--- src/rtl/mab_pkg.sv ---
// Shared types and constants for the mirror alpha-blend row block.
// No dependencies; used by mab_lane, mab_merge and the top level of the block.
`timescale 1ns / 1ps

package mab_pkg;

   localparam int MAX_ROW_PIXELS_DEF = 1024;
   localparam int RW_W               = 11;
   localparam int ALPHA_W            = 17;
   localparam int PIX_W              = 32;
   localparam int CH_W               = 8;
   localparam int LANES              = 4;
   localparam int CSR_IDX_W          = 1;
   localparam int CSR_DATA_W         = 17;
   localparam int NUM_W              = 27;

   localparam logic [RW_W-1:0]    ROW_WIDTH_RST   = 11'd1024;
   localparam logic [ALPHA_W-1:0] BLEND_ALPHA_RST = 17'd32768;
   // 256 * 65280: smallest numerator that clamps to full scale
   localparam logic [NUM_W-1:0]   CLAMP_NUM       = 27'd16711680;

   typedef enum logic [CSR_IDX_W-1:0] {
      CSR_ROW_WIDTH   = 1'b0,
      CSR_BLEND_ALPHA = 1'b1
   } csr_index_type;

   typedef enum logic {
      MODE_PIXEL = 1'b0,
      MODE_DRAIN = 1'b1
   } mode_type;

   typedef struct packed {
      logic valid;
      logic last;
   } beat_ctl_type;

endpackage

--- src/rtl/mab_lane.sv ---
// One channel lane: blend numerator, registered, then divide by 65280 with clamp.
// Depends on mab_pkg.
`timescale 1ns / 1ps

module mab_lane (
   input  logic                                  clock,
   input  logic                                  advance,
   input  logic signed [mab_pkg::ALPHA_W-1:0]    blend_alpha,
   input  logic        [mab_pkg::CH_W-1:0]       chan_a,
   input  logic        [mab_pkg::CH_W-1:0]       chan_b,
   output logic        [mab_pkg::CH_W-1:0]       chan_out
);

   logic signed [mab_pkg::CH_W:0]        diff;
   logic signed [mab_pkg::NUM_W-1:0]     prod;
   logic signed [mab_pkg::NUM_W-1:0]     base;
   logic signed [mab_pkg::NUM_W-1:0]     num_in;
   logic signed [mab_pkg::NUM_W-1:0]     num_ff;
   logic        [16:0]                   xp1;
   logic        [24:0]                   recip;

   always_comb begin
      diff   = $signed({1'b0, chan_a}) - $signed({1'b0, chan_b});
      prod   = mab_pkg::NUM_W'(blend_alpha * diff);
      base   = $signed({3'b000, chan_b, 16'h0000}) - $signed({11'h000, chan_b, 8'h00});
      num_in = base + prod;
   end

   always_ff @(posedge clock) begin
      if (advance) begin
         num_ff <= num_in;
      end
   end

   // floor(num/65280) = floor(floor(num/256)/255); x/255 = ((x+1)*257) >> 16 for x < 65280
   always_comb begin
      xp1   = {1'b0, num_ff[23:8]} + 17'd1;
      recip = {xp1, 8'h00} + 25'(xp1);
      if (num_ff[mab_pkg::NUM_W-1]) begin
         chan_out = '0;
      end else if (num_ff >= $signed(mab_pkg::CLAMP_NUM)) begin
         chan_out = '1;
      end else begin
         chan_out = recip[23:16];
      end
   end

endmodule

--- config.mk ---
export PLATFORM = sky130hd
export DESIGN_NAME = mab_lane
export DESIGN_NICKNAME = d
export VERILOG_FILES = /design/src/rtl/mab_pkg.sv /design/src/rtl/mab_lane.sv
export SDC_FILE = /design/constraint.sdc
export NUM_CORES = 1
export LEC_CHECK = 0
export ABC_AREA = 0
export BUFFER_PORTS_ARGS = -buffer_cell sky130_fd_sc_hd__clkbuf_2
export CORE_MARGIN = 2
export CORE_UTILIZATION = 38
export DETAILED_ROUTE_END_ITERATION = 7
export SETUP_SLACK_MARGIN = 0.02
export SLEW_MARGIN = 20
export SYNTH_ARGS = -nofsm -noshare
export SYNTH_HDL_FRONTEND = slang
export SYNTH_SLANG_ARGS = --single-unit
--- constraint.sdc ---
create_clock -name clock -period 17.3 [get_ports clock]
set_input_delay 4.325 -clock clock [delete_from_list [all_inputs] [get_ports clock]]
set_output_delay 4.325 -clock clock [all_outputs]
set_load 0.05 [all_outputs]
# Word-level counts from Yosys, hierarchy flattened

Cells that the tools add are included.

Add/subtract/negate cells: 5
Multipliers: 1
$lt $le $gt $ge: 1
Muxes and demuxes: 2

Operators with widths:

| cell                                                                    | number |
|---|---|
| 25-bit by 26-bit adder with 27-bit output                               | 1 |
| 27-bit by 25-bit >= comparator with 1-bit output, second input constant | 1 |
| 17-bit by 9-bit multiplier with 26-bit output                           | 1 |
| 24-bit by 16-bit subtractor with 25-bit output                          | 1 |
| 24-bit by 17-bit adder with 24-bit output                               | 1 |
| 16-bit by 1-bit adder with 17-bit output, second input constant         | 1 |
| 8-bit two-way mux                                                       | 2 |
| 8-bit by 8-bit subtractor with 9-bit output                             | 1 |

Flip-flop bits (word level): 27
Bits of input ports: 35
Output and inout bits: 8
Word-level logic and storage cells: 10

# Logic depth before layout (Yosys ltp)

Depth in word-level cells: 4
Depth in mapped cells: 29
Gate-level depth less buffers: 27

# Least setup slack after synthesis

No wires, ideal clock.

Path type: input port to flip-flop
Start: in chan_a[0] (netlist bit)
End: reg num_ff[26] (netlist bit), data pin
Library setup time: 0.260 ns
Arrival time: 10.639 ns
Data required time: 17.040 ns
Setup slack: 6.401 ns
Stages: 26
Buffers on the path: 1
Cell sequence: inv_1 -> ha_1 -> fa_1 -> nor2b_1 -> o21ai_0 -> nand2b_1 -> a21o_1 -> a21oi_1 -> o21ai_1 -> clkbuf_1 -> nor2_1 -> fa_1 -> fa_1 -> fa_1 -> fa_1 -> inv_1 -> fa_1 -> inv_1 -> ha_1 -> a2111oi_0 -> o21ai_1 -> a41oi_1 -> o31ai_1 -> a211o_1 -> a21oi_1 -> xnor2_1

Longest elaborated chain between the ends: 3

RTL lines:

| what                                          | RTL line       | source |
|---|---|---|
| start: declaration                            | mab_lane.sv:9  | `input logic [mab_pkg::CH_W-1:0] chan_a,` |
| 8-bit by 8-bit subtractor with 9-bit output   | mab_lane.sv:23 | `diff = $signed({1'b0, chan_a}) - $signed({1'b0, chan_b});` |
| 17-bit by 9-bit multiplier with 26-bit output | mab_lane.sv:24 | `prod = mab_pkg::NUM_W'(blend_alpha * diff);` |
| 25-bit by 26-bit adder with 27-bit output     | mab_lane.sv:26 | `num_in = base + prod;` |
| net num_in (one bit)                          | mab_lane.sv:17 | `logic signed [mab_pkg::NUM_W-1:0] num_in;` |
| end signal: assignment                        | mab_lane.sv:31 | `num_ff <= num_in;` |
| end: declaration                              | mab_lane.sv:18 | `logic signed [mab_pkg::NUM_W-1:0] num_ff;` |

The timed path passes the listed nets, and every way through them passes these cells.
A chain may end at the register's enable or synchronous reset.

# Worst setup path after layout

Start: in chan_b[1] (netlist bit)
End: reg num_ff[26] (netlist bit), data pin

Longest elaborated chain between the ends: 3
Elaborated cells on any way between the ends: 4
Those cells by class: add/sub: 3; mul: 1

RTL lines:

| what                                          | RTL line       | source |
|---|---|---|
| start: declaration                            | mab_lane.sv:10 | `input logic [mab_pkg::CH_W-1:0] chan_b,` |
| 8-bit by 8-bit subtractor with 9-bit output   | mab_lane.sv:23 |  |
| 17-bit by 9-bit multiplier with 26-bit output | mab_lane.sv:24 |  |
| 25-bit by 26-bit adder with 27-bit output *   | mab_lane.sv:26 |  |
| net num_in (one bit)                          | mab_lane.sv:17 |  |

The timed path passes the listed nets; every way through them passes the cells marked *.

==> flow_summary.ini <==
[synthesis]
synth_top_cells_by_area = fa_1 38%, ha_1 12%, inv_1 9.6%
avgSynthCellArea_um2 = 9.027
ys_ff_latch = 19
ys_seq_area_share_pct = 7.375
synth_edf_count = 19
synth-async-reset-ratio_pct = 0
synth-main-ff-cell = edfxtp_1
ys_warn_count = 0
syn_area_um2 = 7736
syn_inst = 857
synth_fp_nets = 1115
ys_types = 57
yosysTopAreaCell = fa_1
synth_top_area_share_pct = 38.04

[floorplan]
die_area_um2 = 21520
die_height_um = 146.7
core-area_um2 = 20100
fp.dieW_um = 146.7
pin_count = 43
initial_core_util_pct = 38.48
fp-row-count = 52

[timing]
tightest_slew_ns = 0.7381
relSlewSlack_pct = 50.42
fin_tns_setup_ns = 0
rsz0062_at_grt = false
max_freq_mhz = 90.03
period_minus_slack_ns = 11.11
slew_violations = 0
setup_viol = 0
finalCritPeriodShare_pct = 64.21
finalHoldViolCount = 0

[cts]
cts_tree = built
cts-root-buf = clkbuf_16
clock_sinks = 19
cts_resized = 0
cts-hold-fix-buffers = 0
htree_levels = 1
numCtsBuffers = 3
post_cts_buffers = 0
cts_buffer_depth = 2
clkTransAtPathRegs_ns = 0.05

[critical_path]
worstPathRequired_ns = 17.28
critPathMaxStageDelay_ns = 0.54
critPathMostFrequentCell = fa_1
arrival_ns = 11.09
cp_num_buf_inv = 6
crit_type = input port to flop
crit_slowest_cell = fa_1
crit_path_end_kind = flop
crit_fanout = 17
critical_path.top_delay_family = adder cells
cp-start-kind = input port

[grt]
grt_use_total_pct = 15.96
antenna_found_initial = 0
top_usage_layer = met2
grt_pass1_wl_mm = 28.15
grt_max_degree = 20
overflow = 0
grt_pass1_vias = 5850
grt_util_met2_pct = 27.77
use_met1_pct = 22.34
gr-usage-met3_pct = 1.531

[detailed_routing]
dr.first_iter.drc_count = 188
vias = 5560
drc_errors = 0
drtPass1Iterations = 4
vias_per_cell = 4.777
wl_per_cell_um = 14.24
ant_nets = 0
routed_wl_mm = 16.58

[outcome]
status = complete, no violations

[cells_and_area]
largest_register_ffs = 19
diodes = 0
syn2layout_area_growth_pct = 8.022
largest-register = num_ff
drive_above_1_share_pct = 7.383
reg.largest.list = num_ff: 19 flops
nets = 1153

[place]
numPortBuffers = 42
dp.final_hpwl_mm = 14.47
place.gp.congestion = 0.8598

[run]
cap_violations = 0

[worst_hold_path]
hold_path.class = input port to flop
[synth_stat cells (all sizes together) (3+ instances only)]
cell type	number
inv	198
fa	147
ha	76
and2	61
nand2	59
xnor2	43
nor2	33
nand2b	32
a21oi	29
o21ai	22
edfxtp	19
clkbuf	15
xor2	13
a21o	12
nor2b	12
nand3	9
nor3	8
nor4	7
nand4	6
or2	6
a211oi	5
o21a	5
a31oi	4
a41oi	3
[final cells by class]
| type | instances | area, µm² |
|---|---|---|
| tap | 270 | 337.8 |
| sequential | 19 | 570.5 |
| timing repair buffer | 49 | 262.8 |
| multi-input combinational | 624 | 6362 |
| inverter | 198 | 743.2 |
| clock buffer | 3 | 75.07 |
| clock inverter | 1 | 5.005 |
| fill | 2050 | 11750 |
[through the flow]
step / instance area, µm² / hold slack, ns / cells / util [%] / setup WS, ns
after floorplan: 7736 / 4.438 / 857 / - / 6.401
final: 8357 / 4.608 / 1164 / 41.57 / 6.192
after global placement: 8277 / 4.890 / 1160 / 41.17 / 6.128
after CTS: 8357 / 4.619 / 1164 / 41.57 / 6.264
after global routing: 8357 / 4.662 / 1164 / 41.57 / 5.803
after detailed placement: 8277 / 4.876 / 1160 / 41.17 / 6.037
[worst paths after layout]
kind                   from         end  cells past startpoint
setup / recovery  chan_b[1]  num_ff[26]                     27
hold / removal      advance   num_ff[9]                      1
[cell usage in the layout (no fill, tap or decap), types with 5 or more instances in the layout]
cell type / n
a211oi_1: 5
a21o_1: 12
a21oi_1: 29
and2_1: 61
buf_4: 7
clkbuf_2: 42
edfxtp_1: 19
fa_1: 147
ha_1: 76
inv_1: 198
nand2_1: 59
nand2b_1: 32
nand3_1: 6
nand4_1: 5
nor2_1: 33
nor2b_1: 12
nor3_1: 8
nor4_1: 6
o21a_1: 5
o21ai_0: 19
or2_2: 5
xnor2_1: 43
xor2_1: 13
[per-layer routing]
layer	share of wire, %	routed length (µm)
met5	0	0
met1	49	8138
met2	47	7873
met4	0.42	70
met3	3.0	495
[cell families (layout without fill, tap and decap cells)]
kind of cell    after synthesis  after routing  synth area share [%]
mux                           1              1                0.1294
flops                        19             19                 7.375
simple gates                244            244                 17.14
compound gates               99             99                 8.249
fa+ha+maj                   223            223                 50.33
other cells                   1              1               0.04847
buf+inv                     214            251                 10.38
xor+xnor                     56             56                 6.340
Power is not shown: default switching activity piles up to over one toggle a cycle in this logic, so the estimate is an artifact.
