**src/rtl/mab_pkg.sv**
```systemverilog
// Shared types and constants for the mirror alpha-blend row block.
// No dependencies; used by mab_lane, mab_merge and the top level of the block.
`timescale 1ns / 1ps

package mab_pkg;

   localparam int MAX_ROW_PIXELS_DEF = 1024;
   localparam int RW_W               = 11;
   localparam int ALPHA_W            = 17;
   localparam int PIX_W              = 32;
   localparam int CH_W               = 8;
   localparam int LANES              = 4;
   localparam int CSR_IDX_W          = 1;
   localparam int CSR_DATA_W         = 17;
   localparam int NUM_W              = 27;

   localparam logic [RW_W-1:0]    ROW_WIDTH_RST   = 11'd1024;
   localparam logic [ALPHA_W-1:0] BLEND_ALPHA_RST = 17'd32768;
   // 256 * 65280: smallest numerator that clamps to full scale
   localparam logic [NUM_W-1:0]   CLAMP_NUM       = 27'd16711680;

   typedef enum logic [CSR_IDX_W-1:0] {
      CSR_ROW_WIDTH   = 1'b0,
      CSR_BLEND_ALPHA = 1'b1
   } csr_index_type;

   typedef enum logic {
      MODE_PIXEL = 1'b0,
      MODE_DRAIN = 1'b1
   } mode_type;

   typedef struct packed {
      logic valid;
      logic last;
   } beat_ctl_type;

endpackage

```
**src/rtl/mab_merge.sv**
```systemverilog
// Merge stage: joins the lane results into one pixel and holds the result beat.
// Depends on mab_pkg.
`timescale 1ns / 1ps

module mab_merge (
   input  logic                                              clock,
   input  logic                                              reset,
   input  mab_pkg::beat_ctl_type                             s2_ctl,
   input  logic [mab_pkg::LANES-1:0][mab_pkg::CH_W-1:0]      lane_out,
   output logic                                              advance,
   output logic                                              rsp_valid,
   input  logic                                              rsp_ready,
   output logic [mab_pkg::PIX_W-1:0]                         rsp_pixel_out,
   output logic                                              rsp_row_end
);

   logic                        rsp_valid_ff;
   logic [mab_pkg::PIX_W-1:0]   pixel_ff;
   logic                        row_end_ff;

   assign advance = !rsp_valid_ff || rsp_ready;

   always_ff @(posedge clock) begin
      if (reset) begin
         rsp_valid_ff <= 1'b0;
      end else if (advance) begin
         rsp_valid_ff <= s2_ctl.valid;
      end
   end

   always_ff @(posedge clock) begin
      if (advance) begin
         pixel_ff   <= lane_out;
         row_end_ff <= s2_ctl.last;
      end
   end

   assign rsp_valid     = rsp_valid_ff;
   assign rsp_pixel_out = pixel_ff;
   assign rsp_row_end   = row_end_ff;

endmodule

```
**config.mk**
```make
export PLATFORM = sky130hd
export DESIGN_NAME = mab_merge
export DESIGN_NICKNAME = d
export VERILOG_FILES = /design/src/rtl/mab_pkg.sv /design/src/rtl/mab_merge.sv
export SDC_FILE = /design/constraint.sdc
export NUM_CORES = 1
export LEC_CHECK = 0
export BUFFER_PORTS_ARGS = -buffer_cell sky130_fd_sc_hd__buf_2
export CORE_MARGIN = 2
export CORE_UTILIZATION = 30
export CTS_BUF_LIST = sky130_fd_sc_hd__clkbuf_4
export CTS_CLUSTER_SIZE = 40
export DETAILED_ROUTE_END_ITERATION = 12
export PLACE_DENSITY = 0.71
export SYNTH_ARGS = -nofsm -noshare
export SYNTH_HDL_FRONTEND = slang
export SYNTH_SLANG_ARGS = --single-unit
```
**constraint.sdc**
```tcl
create_clock -name clock -period 0.98 [get_ports clock]
set_clock_uncertainty 0.1 [all_clocks]
set_input_delay 0.196 -clock clock [delete_from_list [all_inputs] [get_ports clock]]
set_output_delay 0.196 -clock clock [all_outputs]
set_load 0.01 [all_outputs]
```
== Word-level counts from Yosys, hierarchy flattened ==
Index checks and enable logic that the tools add are counted.
Operators by class
  reductions and logical operators: 2
Operators with widths (count)
  zero test 1 bit: 1
  logical OR 1 bit: 1
Storage, ports and cells
  word-level logic and storage cells: 5
  register bits: 34
  output and inout port bits: 35
  bits of input ports: 37

== Longest topological paths before layout ==
Gate-level depths: netlist of the first run.
  depth after elaboration: 2
  mapped depth: 2
  depth with buffers taken out: 2

== Worst setup path before layout of the first run ==
No wires, ideal clock.
  path type: register -> register
  from: register rsp_valid_ff, in the netlist rsp_valid
  to: register pixel_ff (netlist bit rsp_pixel_out[0]), enable pin
  clock period less this slack: 1.110 ns
  stages on the path, launching flop included: 2
  buffers on the path: 0
  library setup time: 0.351 ns
  setup slack: -0.130 ns
  data required time: 0.529 ns
  data arrival time: 0.659 ns
  cells stage by stage: dfxtp_1 > nand2b_4
Between the ends
  word-level cells in the longest chain between the ends: 2
RTL lines
  start, declared: RTL line mab_merge.sv:17  | logic rsp_valid_ff;
  start signal, assigned: RTL line mab_merge.sv:27  | rsp_valid_ff <= s2_ctl.valid;
  zero test 1 bit: RTL line mab_merge.sv:21  | assign advance = !rsp_valid_ff || rsp_ready;
  logical OR 1 bit: RTL line mab_merge.sv:21
  named net advance: RTL line mab_merge.sv:10  | output logic advance,
  end signal, assigned: RTL line mab_merge.sv:33  | pixel_ff <= lane_out;
  end, declared: RTL line mab_merge.sv:18  | logic [mab_pkg::PIX_W-1:0] pixel_ff;
The timed path passes the listed nets, and every way through them passes these cells.
A chain may end at the register's enable or synchronous reset.

== Worst setup path in the final report of the first run ==
  from: register rsp_valid_ff, in the netlist rsp_valid
  to: output advance
Between the ends
  word-level cells in the longest chain between the ends: 2
RTL lines (RTL line)
  zero test 1 bit: mab_merge.sv:21
  logical OR 1 bit: mab_merge.sv:21
  end, declared: mab_merge.sv:10
Every way passes these cells.

==> flow_summary_export.csv, run 1 <==
group,metric,value,unit
route,drt_drc_violations_left,0,
global_route,antenna_found_initial,0,
global_route,grt_usage,12.8,%
critical_path,critPathArrivalTime,0.87,ns
sta,setup_viol,69,
sta,hold_violations,0,
die,core_area,3340,um2
cts,clock_path_buffers,2,
sta,post-route-period-util,119,%
route,routed-via-count,803,
layout,nets,194,
power,p_leak,0.886,nW
global_route,first_global_vias,839,
critical_path,endpoint_kind,"output pin",
route,totalWireLength,2510,um
global_route,grt-ovfl-total,0,
cts,clock_sinks,34,
die,initial_core_util,31.1,%
place,dpl_cell_area,1490,um2
die,die_area,3940,um2
synth,syn_avg_cell_area,28.0,um2
sta,tightest_slew,0.0992,ns
route,drtIter0Drc,30,
worst_hold_path,hold_path_class,"in -> reg",
cts,cts_root_buf,"clkbuf_4",
layout,multi_input_area,22.5,um2
synth,synth_cell_types,5,
sta,fmax,854,MHz
synth,synth_cells,37,
place,gp_congestion,0.663,
route,antenna_left,0,
place,port_buffers,71,
synth,yosys_warnings,0,
sta,drv_slew,0,
die,io_pins,72,
power,swShare,21.5,%
power,power,2.86,mW
run_status,violations,"setup timing",
sta,period_needed,1.17,ns
worst_hold_path,hold_end,"rsp_valid",
layout,seqCellArea,1010,um2
cts,clk_latency,0.32,ns
critical_path,r2r_slack,-0.14,ns
power,combPwrFrac,14.2,%
synth,seq_area_frac_synth,97.5,%
place,dp_hpwl,1570,um
die,die_x,62.8,um
power,intPower,2.25,mW
route,via_per_inst,3.94,
layout,fillers,262,
cts,numCtsBuffers,5,
layout,insertedDiodeCount,0,
worst_hold_path,hold_path_depth,5,
power,seq_power_share,60.3,%
layout,layout_commonest_cell,"buf_2",
global_route,grt_max_degree,20,
power,power_density,1450,nW/um2
critical_path,rr_worst_depth,3,
critical_path,crit_required,0.68,ns
critical_path,critPathLaunch,"rsp_valid",
cts,clkTransAtPathRegs,0.09,ns
cts,cts_max_level,2,
global_route,grt_pass1_wl,3730,um
sta,postLayoutSetupSlackWorst,-0.191,ns
run_status,status,"finished with violations",
route,wire_per_inst,12.3,um
sta,rsz0062_at_grt,"yes",
critical_path,crit_path_start_kind,"flip-flop",
power,p_sw,615,uW
critical_path,r2r_start,"rsp_valid",
sta,slew_headroom,93.4,%
critical_path,worstPathMaxFanout,2,
synth,ys_seq_elements,34,
die,die_y,62.8,um
synth,synth_nets,74,
critical_path,path_class,"reg -> out",
layout,area_growth,90.7,%
layout,postLayoutCellArea,1980,um2
cts,cts_tree,"yes",
route,dr.pass1.iters,2,
worst_hold_path,hp-start,"rsp_ready",
power,vdd_drop_max,0.851,mV
synth,syn_area,1040,um2
job,max_cap_viol_count,0,
die,row_count,21,
power,p_clk_share,25.5,%
layout,most-common-layout-cells,"buf_2 (69), dlygate4sd3_1 (35), edfxtp_1 (33)",
layout,drive_above_1_share,55.7,%
critical_path,r2r-end,"rsp_pixel_out[12]",
layout,fin_util,59.3,%
-- how the worst max path moves through the flow --
stage	cells past startpoint	slack, ns	end
after CTS	1	-0.21	rsp_pixel_out[4]
after detailed placement	3	-0.01	rsp_pixel_out[21]
after global placement	3	0.002	rsp_pixel_out[24]
after global routing	1	-0.25	rsp_pixel_out[0]
after floorplan	1	-0.10	rsp_pixel_out[0]
final	2	-0.19	advance
-- cell type report --
| type | count | area share (%) |
|---|---|---|
| inverter | 1 | 0.190 |
| clock buffer | 6 | 2.28 |
| tap | 46 | 2.91 |
| timing repair buffer | 113 | 41.7 |
| clock inverter | 2 | 0.443 |
| sequential | 34 | 51.3 |
| multi-input combinational | 2 | 1.14 |
-- power groups by stage --
stage / clock network [mW] / logic, mW / registers, mW
finish: 0.729 / 0.406 / 1.73
CTS: 0.775 / 0.386 / 1.73
floorplan: 0 / 0.0251 / 1.82
global placement: 0 / 0.262 / 1.76
global route: 0.853 / 0.433 / 1.74
detailed placement: 0 / 0.268 / 1.76
-- logic make-up after synthesis --
| family | Yosys count | synth area share [%] |
|---|---|---|
| flip-flops | 34 | 97.5 |
| AND/OR/NAND/NOR | 1 | 1.33 |
| AO/OA/AOI/OAI | 1 | 0.845 |
| buffers and inverters | 1 | 0.362 |
-- flip-flops by register name, summed over array words and instances (netlist names) --
register / cells
rsp_pixel_out: 32
rsp_row_end: 1
rsp_valid: 1
-- repair_timing --
item / CTS / global route
buffers inserted: 1 / 0
endpoints found under the hold margin: 34 / 0
cloned: 0 / 2
hold buffers: 35 / 0
setup endpoints to repair: 57 / 69
gates resized for setup: 3 / 2
-- metal layers --
layer / GRT usage, % / up-vias / routed length (um)
met4: 4.17 / 0 / 13
met5: 0 / - / 0
met1: 11.6 / 368 / 926
met2: 24.1 / 48 / 1330
li1: - / 385 / -
met3: 6.85 / 2 / 230
-- cells in the mapped netlist (all sizes together) --
cell type	count	area [um2]
edfxtp	33	991
inv	1	3.75
nand2b	1	13.8
dfxtp	1	20.0
a21oi	1	8.76
-- metrics by stage --
| step | worst slack [ns] | std cells | TNS (ns) | hold slack, ns |
|---|---|---|---|---|
| floorplan | -0.103 | 37 | -3.40 | 0.151 |
| global placement | 0.00231 | 158 | 0 | 0.249 |
| detailed placement | -0.0138 | 158 | -0.243 | 0.252 |
| CTS | -0.212 | 202 | -9.64 | 0.293 |
| global route | -0.251 | 204 | -12.30 | 0.332 |
| finish | -0.191 | 204 | -9.30 | 0.338 |
-- worst max-delay path: stages (launching register included) --
cell      delay, ns
dfxtp_4        0.38
nand2b_4       0.06
buf_6          0.12
Power figures use the tool's default switching activity.
==> run 2, diff against run 1 <==
--- a/config.mk
+++ b/config.mk
@@ -11,7 +11,8 @@
 export CTS_BUF_LIST = sky130_fd_sc_hd__clkbuf_4
 export CTS_CLUSTER_SIZE = 40
 export DETAILED_ROUTE_END_ITERATION = 12
-export PLACE_DENSITY = 0.71
+export GPL_ROUTABILITY_DRIVEN = 0
+export PLACE_DENSITY_LB_ADDON = 0.05
 export SYNTH_ARGS = -nofsm -noshare
 export SYNTH_HDL_FRONTEND = slang
 export SYNTH_SLANG_ARGS = --single-unit
==> flow_summary_export.csv, run 2 (same netlist as run 1, synthesis figures left out) <==
group,metric,value,unit
run_status,status,"finished with violations",
run_status,violations,"setup timing",
critical_path,r2r_slack,-0.13,ns
global_route,antenna_found_initial,0,
route,wire_per_inst,12.3,um
layout,largest_reg_flops,32,
sta,period_needed,1.17,ns
sta,slew_headroom,93.4,%
global_route,first_global_vias,856,
worst_hold_path,hold_path_class,"in -> reg",
critical_path,crit_buf_inv,1,
sta,post-route-period-util,120,%
critical_path,critPathArrivalTime,0.88,ns
power,p_clk_share,25.1,%
layout,fillers,273,
route,via_per_inst,4.00,
layout,layout_commonest_cell,"buf_2",
die,die_y,62.8,um
route,routed-via-count,817,
global_route,grt_pass1_wl,3690,um
die,io_pins,72,
power,p_sw,609,uW
route,antenna_left,0,
critical_path,cp_top_family,"flip-flops",
critical_path,path_class,"reg -> out",
sta,fmax,854,MHz
critical_path,critPathLaunch,"rsp_valid",
layout,most-common-layout-cells,"buf_2 (69), dlygate4sd3_1 (35), edfxtp_1 (33)",
sta,hold_violations,0,
sta,setup_viol,69,
critical_path,endpoint_kind,"output pin",
cts,cts_root_buf,"clkbuf_4",
critical_path,slowest_stage,"dfxtp_4",
sta,postLayoutSetupSlackWorst,-0.191,ns
sta,tightest_slew,0.0989,ns
route,totalWireLength,2520,um
critical_path,r2r_start,"rsp_valid",
layout,drive_above_1_share,55.7,%
route,dr.pass1.iters,4,
cts,numCtsBuffers,5,
place,port_buffers,71,
power,swShare,21.3,%
sta,finalSetupTns,-9.21,ns
critical_path,path_depth,2,
critical_path,rr_worst_depth,3,
power,intPower,2.26,mW
die,row_count,21,
cts,cts_max_level,2,
route,drtIter0Drc,17,
cts,clk_latency,0.32,ns
power,vdd_drop_max,0.799,mV
die,core_area,3340,um2
cts,cts_tree,"yes",
cts,clock_sinks,34,
power,power_density,1430,nW/um2
sta,rsz0062_at_grt,"yes",
die,die_x,62.8,um
critical_path,worstPathMaxFanout,2,
layout,nets,194,
critical_path,r2r-end,"rsp_pixel_out[28]",
layout,insertedDiodeCount,0,
power,seq_power_share,60.2,%
power,combPwrFrac,14.7,%
critical_path,crit_required,0.68,ns
global_route,grt_max_degree,18,
sta,drv_slew,0,
global_route,grt_usage,12.9,%
cts,clock_path_buffers,2,
critical_path,crit_path_start_kind,"flip-flop",
layout,area_growth,93.6,%
die,initial_core_util,31.1,%
power,p_leak,0.901,nW
global_route,grt-ovfl-total,0,
critical_path,crit_path_end,"advance",
job,max_cap_viol_count,0,
die,die_area,3940,um2
cts,clkTransAtPathRegs,0.09,ns
sta,holdWs,0.305,ns
critical_path,worstPathCellList,"nand2b_4 -> buf_6",
critical_path,cpPeakStageDelay,0.37,ns
route,drt_drc_violations_left,0,
-- run 2: how the worst min path moves through the flow --
stage                    from        end  cells after the start
finish              rsp_ready  rsp_valid                      5
global route        rsp_ready  rsp_valid                      5
CTS                 rsp_ready  rsp_valid                      4
detailed placement      reset  rsp_valid                      2
global placement        reset  rsp_valid                      2
floorplan               reset  rsp_valid                      1
-- run 2: tightest hold or removal path, cell delays in order --
cell      delay (ns)
buf_2           0.08
nand2b_4        0.12
buf_8           0.14
buf_4           0.12
a21oi_2         0.04
-- run 2: power groups by stage --
stage | logic (mW) | registers, mW | clock network (mW)
after floorplan | 0.0251 | 1.82 | 0
after global placement | 0.267 | 1.76 | 0
after detailed placement | 0.269 | 1.76 | 0
after CTS | 0.383 | 1.73 | 0.753
after global routing | 0.449 | 1.74 | 0.812
final | 0.421 | 1.72 | 0.720
-- run 2: what timing repair did --
item,4_1_cts,5_1_grt
buffers inserted,1,1
hold buffers,35,0
endpoints found under the hold margin,34,0
cloned,0,3
gates resized for setup,2,3
endpoints found under the setup margin,68,68
pin swaps,0,1
-- run 2: per-layer routing --
layer	track usage [%]	up-vias	wire (um)
met3	5.95	10	191
met2	23.8	55	1370
met1	11.6	365	866
met4	6.67	0	90
li1	-	387	-
met5	0	-	0
-- run 2: area by class of cell --
class / count / area [um2] / area share (%)
clock buffers: 6 / 45.0 / 2.24
clock inverters: 2 / 8.76 / 0.436
inverters: 1 / 3.75 / 0.187
multi-input cells: 2 / 22.5 / 1.12
flip-flops and latches: 34 / 1010 / 50.5
well taps: 46 / 57.6 / 2.87
repair buffers: 113 / 856 / 42.6
-- run 2: through the flow --
step / instances / cell area [um2] / total power [mW] / setup slack (ns) / utilization, %
after floorplan: 37 / 1040 / 1.84 / -0.103 / -
after global placement: 156 / 1490 / 2.03 / -0.00715 / 44.7
after detailed placement: 156 / 1490 / 2.03 / -0.0162 / 44.7
after CTS: 200 / 1920 / 2.86 / -0.212 / 57.4
after global routing: 204 / 2010 / 3.00 / -0.248 / 60.2
final: 204 / 2010 / 2.87 / -0.191 / 60.2
==> run 3, diff against run 2 <==
--- a/config.mk
+++ b/config.mk
@@ -8,7 +8,7 @@
 export BUFFER_PORTS_ARGS = -buffer_cell sky130_fd_sc_hd__buf_2
 export CORE_MARGIN = 2
 export CORE_UTILIZATION = 30
-export CTS_BUF_LIST = sky130_fd_sc_hd__clkbuf_4
+export CTS_BUF_LIST = sky130_fd_sc_hd__clkbuf_8
 export CTS_CLUSTER_SIZE = 40
 export DETAILED_ROUTE_END_ITERATION = 12
 export GPL_ROUTABILITY_DRIVEN = 0
==> flow_summary_export.csv, run 3 (same netlist as run 1, synthesis figures left out) <==
group,metric,value,unit
sta,period_needed,1.11,ns
layout,area_growth,94.7,%
layout,layout_commonest_cell,"buf_2",
sta,tightest_slew,0.0980,ns
cts,clk_latency,0.27,ns
global_route,first_global_vias,873,
die,core_area,3340,um2
cts,cts_tree,"yes",
run_status,status,"finished with violations",
layout,nets,193,
sta,hold_violations,0,
worst_hold_path,hp-start,"s2_ctl[1]",
die,die_x,62.8,um
critical_path,crit_required,0.68,ns
power,power_density,1520,nW/um2
route,totalWireLength,2550,um
sta,fmax,900,MHz
cts,numCtsBuffers,5,
layout,insertedDiodeCount,0,
sta,setup_viol,68,
global_route,grt_max_degree,18,
layout,most-common-layout-cells,"buf_2 (70), dlygate4sd3_1 (34), edfxtp_1 (33)",
cts,clock_path_buffers,2,
critical_path,r2r_start,"rsp_valid",
cts,cts_root_buf,"clkbuf_8",
route,routed-via-count,822,
global_route,grt-ovfl-total,0,
route,drtIter0Drc,4,
layout,drive_above_1_share,55.4,%
cts,clock_sinks,34,
critical_path,path_class,"reg -> out",
sta,drv_slew,0,
die,die_area,3940,um2
route,via_per_inst,4.05,
critical_path,cp_top_family,"flip-flops",
worst_hold_path,hold_path_class,"in -> reg",
sta,finalSetupTns,-6.70,ns
layout,fin_util,60.5,%
critical_path,worstPathMaxFanout,3,
power,power,3.07,mW
die,die_y,62.8,um
global_route,grt_usage,13.6,%
power,vdd_drop_max,0.957,mV
cts,cts_max_level,2,
critical_path,r2r_slack,-0.12,ns
die,initial_core_util,31.1,%
critical_path,worstPathCellList,"nand2b_4 -> buf_6",
critical_path,endpoint_kind,"output pin",
route,dr.pass1.iters,4,
layout,fillers,270,
die,io_pins,72,
die,row_count,21,
route,antenna_left,0,
critical_path,crit_path_start_kind,"flip-flop",
place,dpl_cell_area,1490,um2
global_route,antenna_found_initial,0,
critical_path,rr_worst_depth,3,
sta,slew_headroom,93.4,%
sta,rsz0062_at_grt,"yes",
critical_path,slowest_stage,"dfxtp_2",
layout,postLayoutCellArea,2020,um2
critical_path,critPathArrivalTime,0.82,ns
layout,largest_reg_flops,32,
critical_path,crit_buf_inv,1,
sta,post-route-period-util,113,%
critical_path,cpPeakStageDelay,0.35,ns
power,p_leak,0.909,nW
sta,postLayoutSetupSlackWorst,-0.131,ns
job,max_cap_viol_count,0,
global_route,grt_pass1_wl,3820,um
place,port_buffers,71,
worst_hold_path,hold_end,"rsp_valid",
cts,clkTransAtPathRegs,0.06,ns
route,drt_drc_violations_left,0,
run_status,violations,"setup timing",
worst_hold_path,hold_path_depth,3,
route,wire_per_inst,12.5,um
critical_path,r2r-end,"rsp_pixel_out[30]",
run 3: changes by cell type in the layout (fill, tap and decap cells not counted), sizes merged:
cell and change:
dlygate4sd3 -1, inv +1, buf +1, clkbuf -2
run 3: area by class of cell:
| cell class | count | area [um2] | share of cell area (%) |
|---|---|---|---|
| repair buffers | 112 | 842 | 41.7 |
| inverters | 1 | 3.75 | 0.186 |
| clock buffers | 5 | 68.8 | 3.41 |
| multi-input cells | 2 | 22.5 | 1.12 |
| clock inverters | 3 | 12.5 | 0.620 |
| flip-flops and latches | 34 | 1010 | 50.1 |
| well taps | 46 | 57.6 | 2.85 |
run 3: per-stage QoR:
step | cells | hold WS [ns] | setup slack, ns
floorplan | 37 | 0.151 | -0.103
global placement | 156 | 0.249 | -0.00715
detailed placement | 156 | 0.255 | -0.0162
CTS | 201 | 0.0371 | -0.147
global route | 203 | 0.0606 | -0.165
finish | 203 | 0.0622 | -0.131
run 3: what timing repair did:
| item | CTS | global route |
|---|---|---|
| hold endpoints to repair | 34 | 0 |
| cloned | 1 | 2 |
| hold buffers | 34 | 0 |
| endpoints found under the setup margin | 68 | 68 |
| setup buffers | 2 | 0 |
| gates resized for setup | 3 | 1 |
run 3: worst reg2reg max path, cell delays in order, from the launching register on:
cell and delay, ns:
dfxtp_2 0.33, nand2b_4 0.08, buf_8 0.15, clkbuf_16 0.16
run 3: per-layer routing:
metal	track usage (%)	vias up	routed length [um]
li1	-	385	-
met5	0	-	0
met3	5.77	8	189
met4	7.78	0	85
met1	12.8	377	859
met2	24.5	52	1410
run 3: how the worst max path moves through the flow:
stage                              endpoint  slack, ns  cells past startpoint        startpoint
after detailed placement  rsp_pixel_out[11]      -0.02                      3         rsp_ready
after global placement    rsp_pixel_out[11]     -0.007                      3         rsp_ready
after floorplan            rsp_pixel_out[0]      -0.10                      1         rsp_valid
final                               advance      -0.13                      2         rsp_valid
after global routing       rsp_pixel_out[3]      -0.16                      1  rsp_pixel_out[3]
after CTS                  rsp_pixel_out[3]      -0.15                      1  rsp_pixel_out[3]
run 3: where the power goes:
| part | internal, mW | switching [mW] |
|---|---|---|
| Combinational | 0.255 | 0.164 |
| Sequential | 1.71 | 0.0228 |
| Clock | 0.476 | 0.448 |
